<file path="src/design/jsts_pkg.sv">
// ----------------------------------------------------------------------------
// jsts_pkg
// shared types, character codes and literal tables for the token scanner
// ----------------------------------------------------------------------------
package jsts_pkg;

    // one input request: a buffer byte with its position
    typedef struct packed {
        logic        start_scan;
        logic [15:0] position;
        logic [7:0]  byte_value;
        logic [16:0] buffer_length;
    } item_t;

    // one result request
    typedef struct packed {
        logic        scan_status;
        logic [2:0]  value_kind;
        logic [15:0] token_offset;
        logic [16:0] token_length;
        logic [15:0] resume_offset;
    } result_t;

    typedef enum logic [3:0] {
        PH_IDLE     = 4'd0,
        PH_BLANK    = 4'd1,
        PH_STRING   = 4'd2,
        PH_ESCAPE   = 4'd3,
        PH_HEX1     = 4'd4,
        PH_HEX2     = 4'd5,
        PH_HEX3     = 4'd6,
        PH_HEX4     = 4'd7,
        PH_STR_DONE = 4'd8,
        PH_NUMBER   = 4'd9,
        PH_LITERAL  = 4'd10
    } phase_t;

    typedef struct packed {
        phase_t      phase;
        logic [1:0]  lit_kind;
        logic [2:0]  lit_index;
        logic [15:0] token_start;
    } scan_state_t;

    localparam logic [2:0] KIND_STRING = 3'd0;
    localparam logic [2:0] KIND_NUMBER = 3'd1;
    localparam logic [2:0] KIND_TRUE   = 3'd2;
    localparam logic [2:0] KIND_FALSE  = 3'd3;
    localparam logic [2:0] KIND_NULL   = 3'd4;
    localparam logic [2:0] KIND_OBJECT = 3'd5;
    localparam logic [2:0] KIND_ARRAY  = 3'd6;

    localparam logic [1:0] LIT_TRUE  = 2'd0;
    localparam logic [1:0] LIT_FALSE = 2'd1;
    localparam logic [1:0] LIT_NULL  = 2'd2;

    localparam logic       STATUS_TOKEN = 1'b0;
    localparam logic       STATUS_ERROR = 1'b1;

    localparam logic [7:0] CH_SPACE   = 8'h20;
    localparam logic [7:0] CH_TAB     = 8'h09;
    localparam logic [7:0] CH_CR      = 8'h0D;
    localparam logic [7:0] CH_LF      = 8'h0A;
    localparam logic [7:0] CH_LBRACE  = 8'h7B;
    localparam logic [7:0] CH_LBRACK  = 8'h5B;
    localparam logic [7:0] CH_QUOTE   = 8'h22;
    localparam logic [7:0] CH_BSLASH  = 8'h5C;
    localparam logic [7:0] CH_SLASH   = 8'h2F;
    localparam logic [7:0] CH_LOWER_B = 8'h62;
    localparam logic [7:0] CH_LOWER_F = 8'h66;
    localparam logic [7:0] CH_LOWER_N = 8'h6E;
    localparam logic [7:0] CH_LOWER_R = 8'h72;
    localparam logic [7:0] CH_LOWER_T = 8'h74;
    localparam logic [7:0] CH_LOWER_U = 8'h75;

    function automatic logic is_digit(input logic [7:0] c);
        return (c >= 8'h30) && (c <= 8'h39);
    endfunction

    function automatic logic is_hex(input logic [7:0] c);
        return is_digit(c) || ((c >= 8'h61) && (c <= 8'h66)) ||
               ((c >= 8'h41) && (c <= 8'h46));
    endfunction

    // literal lengths: true 4, false 5, null 4
    function automatic logic [2:0] lit_len(input logic [1:0] kind);
        logic [2:0] len;
        case (kind)
            LIT_TRUE:  len = 3'd4;
            LIT_FALSE: len = 3'd5;
            LIT_NULL:  len = 3'd4;
            default:   len = 3'd0;
        endcase
        return len;
    endfunction

    // expected character of a literal; zero past the end of the text
    function automatic logic [7:0] lit_char(input logic [1:0] kind, input logic [2:0] idx);
        logic [7:0] ch;
        ch = 8'h00;
        case (kind)
            LIT_TRUE:
                case (idx)
                    3'd0:    ch = 8'h74;
                    3'd1:    ch = 8'h72;
                    3'd2:    ch = 8'h75;
                    3'd3:    ch = 8'h65;
                    default: ch = 8'h00;
                endcase
            LIT_FALSE:
                case (idx)
                    3'd0:    ch = 8'h66;
                    3'd1:    ch = 8'h61;
                    3'd2:    ch = 8'h6C;
                    3'd3:    ch = 8'h73;
                    3'd4:    ch = 8'h65;
                    default: ch = 8'h00;
                endcase
            LIT_NULL:
                case (idx)
                    3'd0:    ch = 8'h6E;
                    3'd1:    ch = 8'h75;
                    3'd2:    ch = 8'h6C;
                    3'd3:    ch = 8'h6C;
                    default: ch = 8'h00;
                endcase
            default: ch = 8'h00;
        endcase
        return ch;
    endfunction

endpackage

</file>
<file path="src/design/jsts_scan_fsm.sv">
// ----------------------------------------------------------------------------
// jsts_scan_fsm
// scan state registers and the per-byte step logic of the token scanner
// ----------------------------------------------------------------------------
module jsts_scan_fsm
    import jsts_pkg::*;
#(
    parameter int BUFFER_BYTES = 65536
)
(
    input  logic    clk,
    input  logic    rst_n,
    input  logic    advance,
    input  item_t   item,
    output logic    emit,
    output result_t result
);

    // cap above the 17-bit range never bites, so saturate it there
    localparam int          CapInt = (BUFFER_BYTES > 131071) ? 131071 : BUFFER_BYTES;
    localparam logic [16:0] BufCap = 17'(CapInt);

    scan_state_t state_reg;
    scan_state_t state_next;

    logic [16:0] blen;
    logic [16:0] pos_ext;
    logic [16:0] pos_inc;
    phase_t      cur_phase;
    phase_t      cont_phase;
    logic [15:0] ts_new;
    logic [1:0]  lk_new;
    logic [2:0]  li_new;
    logic        ev_fail;
    logic        ev_done;
    logic        ev_open;
    logic [2:0]  ev_kind;
    logic [7:0]  c;

    assign blen    = (item.buffer_length > BufCap) ? BufCap : item.buffer_length;
    assign pos_ext = {1'b0, item.position};
    assign pos_inc = pos_ext + 17'd1;
    assign c       = item.byte_value;

    // decode one byte against the current phase
    always_comb
    begin
        cur_phase  = item.start_scan ? PH_BLANK : state_reg.phase;
        ts_new     = item.start_scan ? item.position : state_reg.token_start;
        cont_phase = cur_phase;
        lk_new     = state_reg.lit_kind;
        li_new     = state_reg.lit_index;
        ev_fail    = 1'b0;
        ev_done    = 1'b0;
        ev_open    = 1'b0;
        ev_kind    = KIND_STRING;
        if (cur_phase != PH_IDLE) begin
            if (pos_ext >= blen) begin
                ev_fail = 1'b1;
            end else begin
                unique case (cur_phase)
                    PH_BLANK:
                    begin
                        ts_new = item.position;
                        if (c inside {CH_SPACE, CH_TAB, CH_CR, CH_LF}) begin
                            cont_phase = PH_BLANK;
                        end else if (c == CH_LBRACE) begin
                            ev_open = 1'b1;
                            ev_kind = KIND_OBJECT;
                        end else if (c == CH_LBRACK) begin
                            ev_open = 1'b1;
                            ev_kind = KIND_ARRAY;
                        end else if (c == CH_QUOTE) begin
                            cont_phase = PH_STRING;
                        end else if (is_digit(c)) begin
                            cont_phase = PH_NUMBER;
                        end else if (c inside {CH_LOWER_T, CH_LOWER_F, CH_LOWER_N}) begin
                            lk_new     = (c == CH_LOWER_T) ? LIT_TRUE :
                                         (c == CH_LOWER_F) ? LIT_FALSE : LIT_NULL;
                            li_new     = 3'd1;
                            cont_phase = PH_LITERAL;
                        end else begin
                            ev_fail = 1'b1;
                        end
                    end
                    PH_STRING:
                    begin
                        if (c == CH_BSLASH) begin
                            cont_phase = PH_ESCAPE;
                        end else if (c == CH_QUOTE) begin
                            cont_phase = PH_STR_DONE;
                        end
                    end
                    PH_ESCAPE:
                    begin
                        if (c == CH_LOWER_U) begin
                            cont_phase = PH_HEX1;
                        end else if (c inside {CH_LOWER_B, CH_LOWER_F, CH_LOWER_T,
                                               CH_LOWER_R, CH_LOWER_N, CH_SLASH,
                                               CH_QUOTE, CH_BSLASH}) begin
                            cont_phase = PH_STRING;
                        end else begin
                            ev_fail = 1'b1;
                        end
                    end
                    PH_HEX1, PH_HEX2, PH_HEX3, PH_HEX4:
                    begin
                        if (!is_hex(c)) begin
                            ev_fail = 1'b1;
                        end else begin
                            unique case (cur_phase)
                                PH_HEX1: cont_phase = PH_HEX2;
                                PH_HEX2: cont_phase = PH_HEX3;
                                PH_HEX3: cont_phase = PH_HEX4;
                                default: cont_phase = PH_STRING;
                            endcase
                        end
                    end
                    PH_STR_DONE:
                    begin
                        ev_done = 1'b1;
                        ev_kind = KIND_STRING;
                    end
                    PH_NUMBER:
                    begin
                        if (!is_digit(c)) begin
                            ev_done = 1'b1;
                            ev_kind = KIND_NUMBER;
                        end
                    end
                    PH_LITERAL:
                    begin
                        if (state_reg.lit_kind > LIT_NULL) begin
                            ev_fail = 1'b1;
                        end else if (state_reg.lit_index >= lit_len(state_reg.lit_kind)) begin
                            ev_done = 1'b1;
                            ev_kind = KIND_TRUE + {1'b0, state_reg.lit_kind};
                        end else if (c != lit_char(state_reg.lit_kind, state_reg.lit_index)) begin
                            ev_fail = 1'b1;
                        end else begin
                            li_new = state_reg.lit_index + 3'd1;
                        end
                    end
                    default:
                    begin
                        ev_fail = 1'b1;
                    end
                endcase
                // unfinished on the last buffer byte
                if (!ev_fail && !ev_done && !ev_open && (pos_inc >= blen)) begin
                    ev_fail = 1'b1;
                end
            end
        end
    end

    // next state
    always_comb
    begin
        state_next             = state_reg;
        state_next.phase       = (ev_fail || ev_done || ev_open) ? PH_IDLE : cont_phase;
        state_next.lit_kind    = lk_new;
        state_next.lit_index   = li_new;
        state_next.token_start = ts_new;
    end

    // result fields
    always_comb
    begin
        emit                 = ev_fail || ev_done || ev_open;
        result.scan_status   = STATUS_TOKEN;
        result.value_kind    = ev_kind;
        result.token_offset  = ts_new;
        result.token_length  = {1'b0, item.position - ts_new};
        result.resume_offset = item.position;
        if (ev_fail) begin
            result.scan_status   = STATUS_ERROR;
            result.value_kind    = KIND_STRING;
            result.token_offset  = 16'd0;
            result.token_length  = 17'd0;
            result.resume_offset = ts_new;
        end else if (ev_open) begin
            result.token_offset  = item.position;
            result.token_length  = blen - pos_ext;
        end
    end

    always_ff @(posedge clk or negedge rst_n)
    begin
        if (!rst_n) begin
            state_reg.phase       <= PH_IDLE;
            state_reg.lit_kind    <= LIT_TRUE;
            state_reg.lit_index   <= 3'd0;
            state_reg.token_start <= 16'd0;
        end else if (advance) begin
            state_reg <= state_next;
        end
    end

endmodule

</file>
<file path="src/design/jsts_out_reg.sv">
// ----------------------------------------------------------------------------
// jsts_out_reg
// result register holding one finished token toward the downstream side
// ----------------------------------------------------------------------------
module jsts_out_reg
    import jsts_pkg::*;
(
    input  logic    clk,
    input  logic    rst_n,
    input  logic    load,
    input  result_t load_data,
    output logic    room,
    output logic    result_valid,
    input  logic    result_stall,
    output result_t result
);

    logic    valid_reg;
    logic    valid_next;
    result_t data_reg;

    // free now, or emptied at this edge
    assign room = !valid_reg || !result_stall;

    always_comb
    begin
        valid_next = valid_reg;
        if (room) begin
            valid_next = load;
        end
    end

    always_ff @(posedge clk or negedge rst_n)
    begin
        if (!rst_n) begin
            valid_reg <= 1'b0;
        end else begin
            valid_reg <= valid_next;
        end
    end

    always_ff @(posedge clk)
    begin
        if (room && load) begin
            data_reg <= load_data;
        end
    end

    assign result_valid = valid_reg;
    assign result       = data_reg;

endmodule

</file>
<file path="src/design/json_scalar_token_scanner_unit.sv">
// ----------------------------------------------------------------------------
// json_scalar_token_scanner_unit: one byte per cycle while the result register has room
// the step logic between input and result registers sets the one-byte-per-cycle rate
// reset clears the scan state and both valid flags; no clearing pass is needed
// ----------------------------------------------------------------------------
module json_scalar_token_scanner_unit
    import jsts_pkg::*;
#(
    parameter int BUFFER_BYTES = 65536
)
(
    input  logic    clk,
    input  logic    rst_n,
    input  logic    item_valid,
    output logic    item_stall,
    input  item_t   item,
    output logic    result_valid,
    input  logic    result_stall,
    output result_t result
);

    // input register: one byte request waiting for the step logic
    logic    in_valid_reg;
    logic    in_valid_next;
    item_t   in_data_reg;

    // step and result register handshake
    logic    advance;
    logic    room;
    logic    emit;
    result_t step_result;

    // a byte moves on only when the result register can take what it causes;
    // bytes with no result wait too, which keeps the order trivially intact
    assign advance    = in_valid_reg && room;

    // input side frees up whenever the held byte moves on this cycle
    assign item_stall = in_valid_reg && !advance;

    always_comb
    begin
        in_valid_next = in_valid_reg;
        if (!item_stall) begin
            in_valid_next = item_valid;
        end
    end

    always_ff @(posedge clk or negedge rst_n)
    begin
        if (!rst_n) begin
            in_valid_reg <= 1'b0;
        end else begin
            in_valid_reg <= in_valid_next;
        end
    end

    // payload needs no reset
    always_ff @(posedge clk)
    begin
        if (item_valid && !item_stall) begin
            in_data_reg <= item;
        end
    end

    // scan state and per-byte classification
    jsts_scan_fsm #(
        .BUFFER_BYTES (BUFFER_BYTES)
    ) u_scan (
        .clk     (clk),
        .rst_n   (rst_n),
        .advance (advance),
        .item    (in_data_reg),
        .emit    (emit),
        .result  (step_result)
    );

    // result register parts the downstream stall from the intake
    jsts_out_reg u_out (
        .clk          (clk),
        .rst_n        (rst_n),
        .load         (advance && emit),
        .load_data    (step_result),
        .room         (room),
        .result_valid (result_valid),
        .result_stall (result_stall),
        .result       (result)
    );

endmodule

</file>
<file path="config.mk">
export PLATFORM = sky130hd
export DESIGN_NAME = json_scalar_token_scanner_unit
export DESIGN_NICKNAME = d
export VERILOG_FILES = /design/src/design/jsts_pkg.sv /design/src/design/jsts_scan_fsm.sv /design/src/design/jsts_out_reg.sv /design/src/design/json_scalar_token_scanner_unit.sv
export SDC_FILE = /design/constraint.sdc
export NUM_CORES = 1
export LEC_CHECK = 0
export BUFFER_PORTS_ARGS = -buffer_cell sky130_fd_sc_hd__buf_4
export CORE_ASPECT_RATIO = 0.6
export CORE_MARGIN = 2
export CORE_UTILIZATION = 64
export DETAILED_ROUTE_END_ITERATION = 10
export GPL_TIMING_DRIVEN = 1
export PLACE_DENSITY_LB_ADDON = 0.12
export SETUP_SLACK_MARGIN = 0.1
export SYNTH_ARGS = -nofsm -noshare
export SYNTH_HDL_FRONTEND = slang
export SYNTH_SLANG_ARGS = --single-unit
</file>
<file path="constraint.sdc">
create_clock -name clk -period 17.2 [get_ports clk]
set_input_delay 5.16 -clock clk [delete_from_list [all_inputs] [get_ports clk]]
set_output_delay 5.16 -clock clk [all_outputs]
set_load 0.03 [all_outputs]
</file>
== Word level (Yosys, flattened, before mapping) ==
Index checks and enable logic that the tools add are counted.

* Bitwise logic cells: 8
* Add/subtract/negate cells: 5
* Shift-type cells: 0
* Multiply operators: 0
* Order comparisons: 11
* Muxes and demuxes: 94
* Divide/modulo/power cells: 0
* Eq/ne operators: 41
* Reduce and logical (&&, ||, !) cells: 38

{| class="wikitable"
|+ Operators with widths
! cell !! count
|-
| 16-bit two-way mux || 5
|-
| 8-bit by 7-bit equality test with 1-bit output, second input constant || 9
|-
| 4-bit two-way mux || 16
|-
| 3-bit two-way mux || 20
|-
| 8-bit two-way mux || 5
|-
| 7-bit one-hot mux with 5 select lines || 1
|-
| 1-bit two-way mux || 33
|-
| 33-bit two-way mux || 1
|-
| 7-bit one-hot mux with 4 select lines || 1
|-
| 8-bit by 4-bit equality test with 1-bit output, second input constant || 3
|-
| 8-bit by 6-bit equality test with 1-bit output, second input constant || 3
|-
| 8-bit one-hot mux with 3 select lines || 1
|-
| 7-bit one-hot mux with 3 select lines || 1
|-
| 3-bit one-hot mux with 3 select lines || 2
|-
| 16-bit by 1-bit adder with 17-bit output, second input constant || 1
|-
| 16-bit by 17-bit greater-or-equal comparator with 1-bit output || 1
|-
| 17-bit greater-or-equal comparator || 1
|-
| 17-bit greater-than comparator, second input constant || 1
|-
| 17-bit two-way mux || 1
|-
| 17-bit by 16-bit subtractor with 17-bit output || 1
|-
| 4-bit by 3-bit equality test with 1-bit output, second input constant || 4
|-
| 8-bit by 7-bit greater-or-equal comparator with 1-bit output, second input constant || 2
|-
| 8-bit by 7-bit less-or-equal comparator with 1-bit output, second input constant || 2
|-
| 2-bit inequality test, second input constant || 8
|-
| 37 further kinds || 74
|}

* Memory bits (read-only): 0
* Latch bits: 0
* RAM bits: 0
* Bits in registers: 122
* Input port bits: 46
* Logic and storage cells: 213
* Memories: 0
* Output and inout port bits: 55

== Depth between registers and ports, before layout ==
* Word-level depth: 31
* Gate-level depth with buffers: 28
* Gate-level depth less buffers: 24

== Cells and area by module ==
Synthesis repeated with hierarchy kept, for this count alone.

* Cell total of the unflattened synthesis: 903
* Area total of the unflattened synthesis: 8,423.1 um^2

{| class="wikitable"
|+ Modules (own cells, without submodules)
! module !! area an instance (um^2) !! times used !! cells an instance
|-
| jsts_scan_fsm || 5,452.7 || 1 || 797
|-
| jsts_out_reg || 1,639.1 || 1 || 57
|-
| json_scalar_token_scanner_unit || 1,331.3 || 1 || 49
|}

== Worst setup path before layout ==
No wires, ideal clock.

* Kind: input to output
* Start: in result_stall
* End: out item_stall
* Data required time: 12,040 ps
* Setup slack: 6,576 ps
* Stages: 2
* Arrival: 5,464 ps
* Path through: nand3_1 > inv_1

* Word-level cells in the longest chain between the ends: 5

{| class="wikitable"
|+ RTL lines
! what !! RTL line !! text
|-
| start: declaration || json_scalar_token_scanner_unit.sv:18 || <nowiki>input logic result_stall,</nowiki>
|-
| 1-bit logical NOT || jsts_out_reg.sv:23 || <nowiki>assign room = !valid_reg || !result_stall;</nowiki>
|-
| 1-bit logical OR || jsts_out_reg.sv:23 ||
|-
| 1-bit logical AND || json_scalar_token_scanner_unit.sv:35 || <nowiki>assign advance = in_valid_reg && room;</nowiki>
|-
| 1-bit logical NOT || json_scalar_token_scanner_unit.sv:38 || <nowiki>assign item_stall = in_valid_reg && !advance;</nowiki>
|-
| 1-bit logical AND || json_scalar_token_scanner_unit.sv:38 ||
|-
| end: declaration || json_scalar_token_scanner_unit.sv:15 || <nowiki>output logic item_stall,</nowiki>
|}

Every way passes these cells.

== Final worst setup path ==
Same ends and word-level chain as after synthesis.

==> impl_results.md <==
* GPL Wtd Cong at between 1 and 1.5
* RSZ-0062 raised after global routing: no
* Min cycle time layout at between 10 and 15 ns
* CTS buffer count at 17
* P&R area growth vs syn at 17.27%
* Root buf cell: clkbuf_16
* Portion of netlist area occupied by mux cells at 0.01308
* Endpoints failing setup at 0
* VDD IR max at between 70 and 80 uV
* Setup crit end kind: output port
* Die X at between 150 and 200 um
* Share of cells above drive strength 1 at 0.1593
* Max stage delay cell, worst path: buf_4
* Post-DP HPWL at 16470 um
* Worst Tran Pin Value at between 1 and 1.5 ns
* Initial antenna violation count at 0
* Final period utilization at 0.6261
* Synth Area in Compound Gates at 0.1783
* Post-synth top area share at 0.3467
* Pwr per Cell Area at 106.6 mW/mm^2
* Total power at ~1 mW
* Data required, critical path at about 12 ns
* Fmax at a little over 90 MHz
* Quantity of I/O buffers inserted on ports at 100
* Main synth FF type: edfxtp_1
* Setup Buffers After CTS at 0
* Slowest stage delay, CP at approximately 0.16 ns
* Synth Area in Simple Gates at 0.2089
* Hold path endpoint: u_scan.state_reg[11]$_DFFE_PN0P_
* Pre-CTS setup slack at roughly 6.4 ns
* R2r endpoint: u_out.result[29]$_SDFFCE_PN0P_
* Seq cells post-synth at 122
* Reg clk slew, reported paths at 0.05 ns
* Hold Path Class: reg2reg
* Crit path max-delay family: buffers and inverters
* Asr flop ratio synth at 0.2213
* GRT overflow at 0
* Cells after DPL at about 1100
* Avg WL per Cell at around 19 um
* Ports at ~100
* Post-synth cell types at 74
* Fillers at slightly below 900
* Worst r2r src: in_data_reg[11]$_DFFE_PP_
* Main combinational cell family by area after synthesis: simple AND/OR/NAND/NOR gates
* Worst Hold Path Cells at 2
* Residual DRC at 0
* Worst Hold Launch: u_scan.state_reg[11]$_DFFE_PN0P_
* Later-pin clock latency in the skew report at about 0.42 ns
* Crit path cell chain: buf_4 -> nand3_1 -> inv_1 -> buf_4
* Most common cell after layout, fill and taps aside: nand2_1
* Leakage Power at 4.095 nW
* CP Launch Type: input port
* WHS at slightly below 0.5 ns
* Drt first pass iters at 8
* Setup CP Type: in2out
* Status: finished clean
* Synth Warn # at 0
* Max_slew headroom at 0.1832
* Max reg flops at 53
* Clk sinks at approximately 120
* Most frequent cells in the layout: 111 x nand2_1, 105 x buf_4, 95 x edfxtp_1
* Gr usage total at 0.3438
* Ranking of synthesized cells by area: edfxtp_1 35%, dfrtp_1 8.2%, ha_1 8.1%
* Critical Path Fanout Max at 3
* CTS max path bufs at 2
* Vias at 7415
* CTS tree: done
* Vias per Instance at around 6.3
* Die area at 0.01381 mm^2
* First-pass GRT wire length at around 36000 um
* Number of synthesized flops with an enable pin at 95
* Clock Skew at approximately 0.013 ns
* Reg2reg setup slack at 10.35 ns
* Final hold vios at 0
* Vias in the first global route at between 6000 and 7000
* Post-Syn Nets at 1001
* Drt total wl at about 23000 um
* Final std cells w/o fill at ~1200
* Post-CTS sizing at 0
* Row cnt at 32
* Worst Slack Setup Final at around 6.4 ns
* Synthesized netlist cell count at 900
* DRT iter0 DRCs at 920
* Maximum number of pins on one net before global-route repair at 54
* Final Slew Violations at 0
* TNS Setup at 0 ns
* Initial core utilization at 0.6484
* H-tree depth at 4
* Die height at 91.84 um
* Synth Area in XOR/XNOR at 0.04151
* Adder-Cell Fraction of Synth Area at 0.08545
* Antenna cells at 0
* Buf/Inv on CP at 3
* Most used cell, CP: buf_4
* Synthesized area per cell at 9.143 um^2
* Mapped Area at ~0.0082 mm^2
* Top cell type by total area after synthesis: edfxtp_1
* Worst reg2reg path depth at 24
* CORE AREA at 0.01269 mm^2
* Max Cap Viol at 0
* Sequential fraction of the synthesis area at 0.4288
* FF/Latch Area at 0.003528 mm^2
* Worst Path Arrival at around 5.6 ns
* CTS Hold Bufs at 0
* Multi-input logic area at around 0.0043 mm^2
* Final #Nets at around 1100
* Post-DRT Antenna Nets at 0
-- metrics by stage --
stage               utilization  area [um^2]
floorplan                     -         8229
global placement         0.7150         9075
detailed placement       0.7150         9075
CTS                      0.7604         9651
global route             0.7604         9651
finish                   0.7604         9651
-- kinds of logic (layout without fill, tap and decap cells) --
family / Yosys count / after routing
xor+xnor: 39 / 39
simple gates: 355 / 355
buf+inv: 91 / 189
flops: 122 / 122
fa+ha+maj: 55 / 55
mux: 10 / 10
compound gates: 228 / 228
-- Yosys cell counts, types with 6 or more instances --
master / n
a21o_1: 12
a211oi_1: 8
a21oi_1: 63
nand2_1: 111
nand4_1: 9
inv_1: 51
nor2b_1: 18
dfrtp_1: 27
nand3_1: 34
and2_1: 9
nor3_1: 19
xnor2_1: 27
or3_1: 7
o211ai_1: 6
clkbuf_1: 28
o21ai_0: 59
nand2b_1: 17
nor2_1: 84
xor2_1: 12
edfxtp_1: 95
buf_2: 8
ha_1: 53
a31oi_1: 11
nor4_1: 10
o21a_1: 8
a211o_1: 7
mux2_2: 6
and3_1: 10
-- tightest hold or removal path: stages (launching register included) --
cell     delay [ns]
dfrtp_1        0.34
nand2_1        0.04
o21ai_0        0.07
-- worst max path at each step --
stage                      start          to  slack, ns  cells after the start
global placement    result_stall  item_stall       6.46                      4
finish              result_stall  item_stall       6.43                      4
detailed placement  result_stall  item_stall       6.43                      4
global route        result_stall  item_stall       6.40                      4
floorplan           result_stall  item_stall       6.58                      2
CTS                 result_stall  item_stall       6.43                      4
-- layer usage --
| layer | GRT usage | part of all wire |
|---|---|---|
| met1 | 0.5604 | 0.46 |
| met2 | 0.4356 | 0.38 |
| met3 | 0.1055 | 0.15 |
| met4 | 0.08019 | 0.012 |
| met5 | 0 | 0 |
-- area by class of cell --
class                   instances  area share
multi-input cells             687      0.4505
flip-flops and latches        122      0.3656
repair buffers                105     0.08168
clock buffers                  18     0.04447
well taps                     170     0.02204
inverters                      52     0.02048
clock inverters                14     0.01517
-- where the power goes --
part | switching (mW) | leakage, nW | internal, mW
clock | 0.138 | 0.280 | 0.213
combinational | 0.178 | 2.57 | 0.107
sequential | 0.0300 | 1.25 | 0.361
Power figures use the tool's default switching activity.
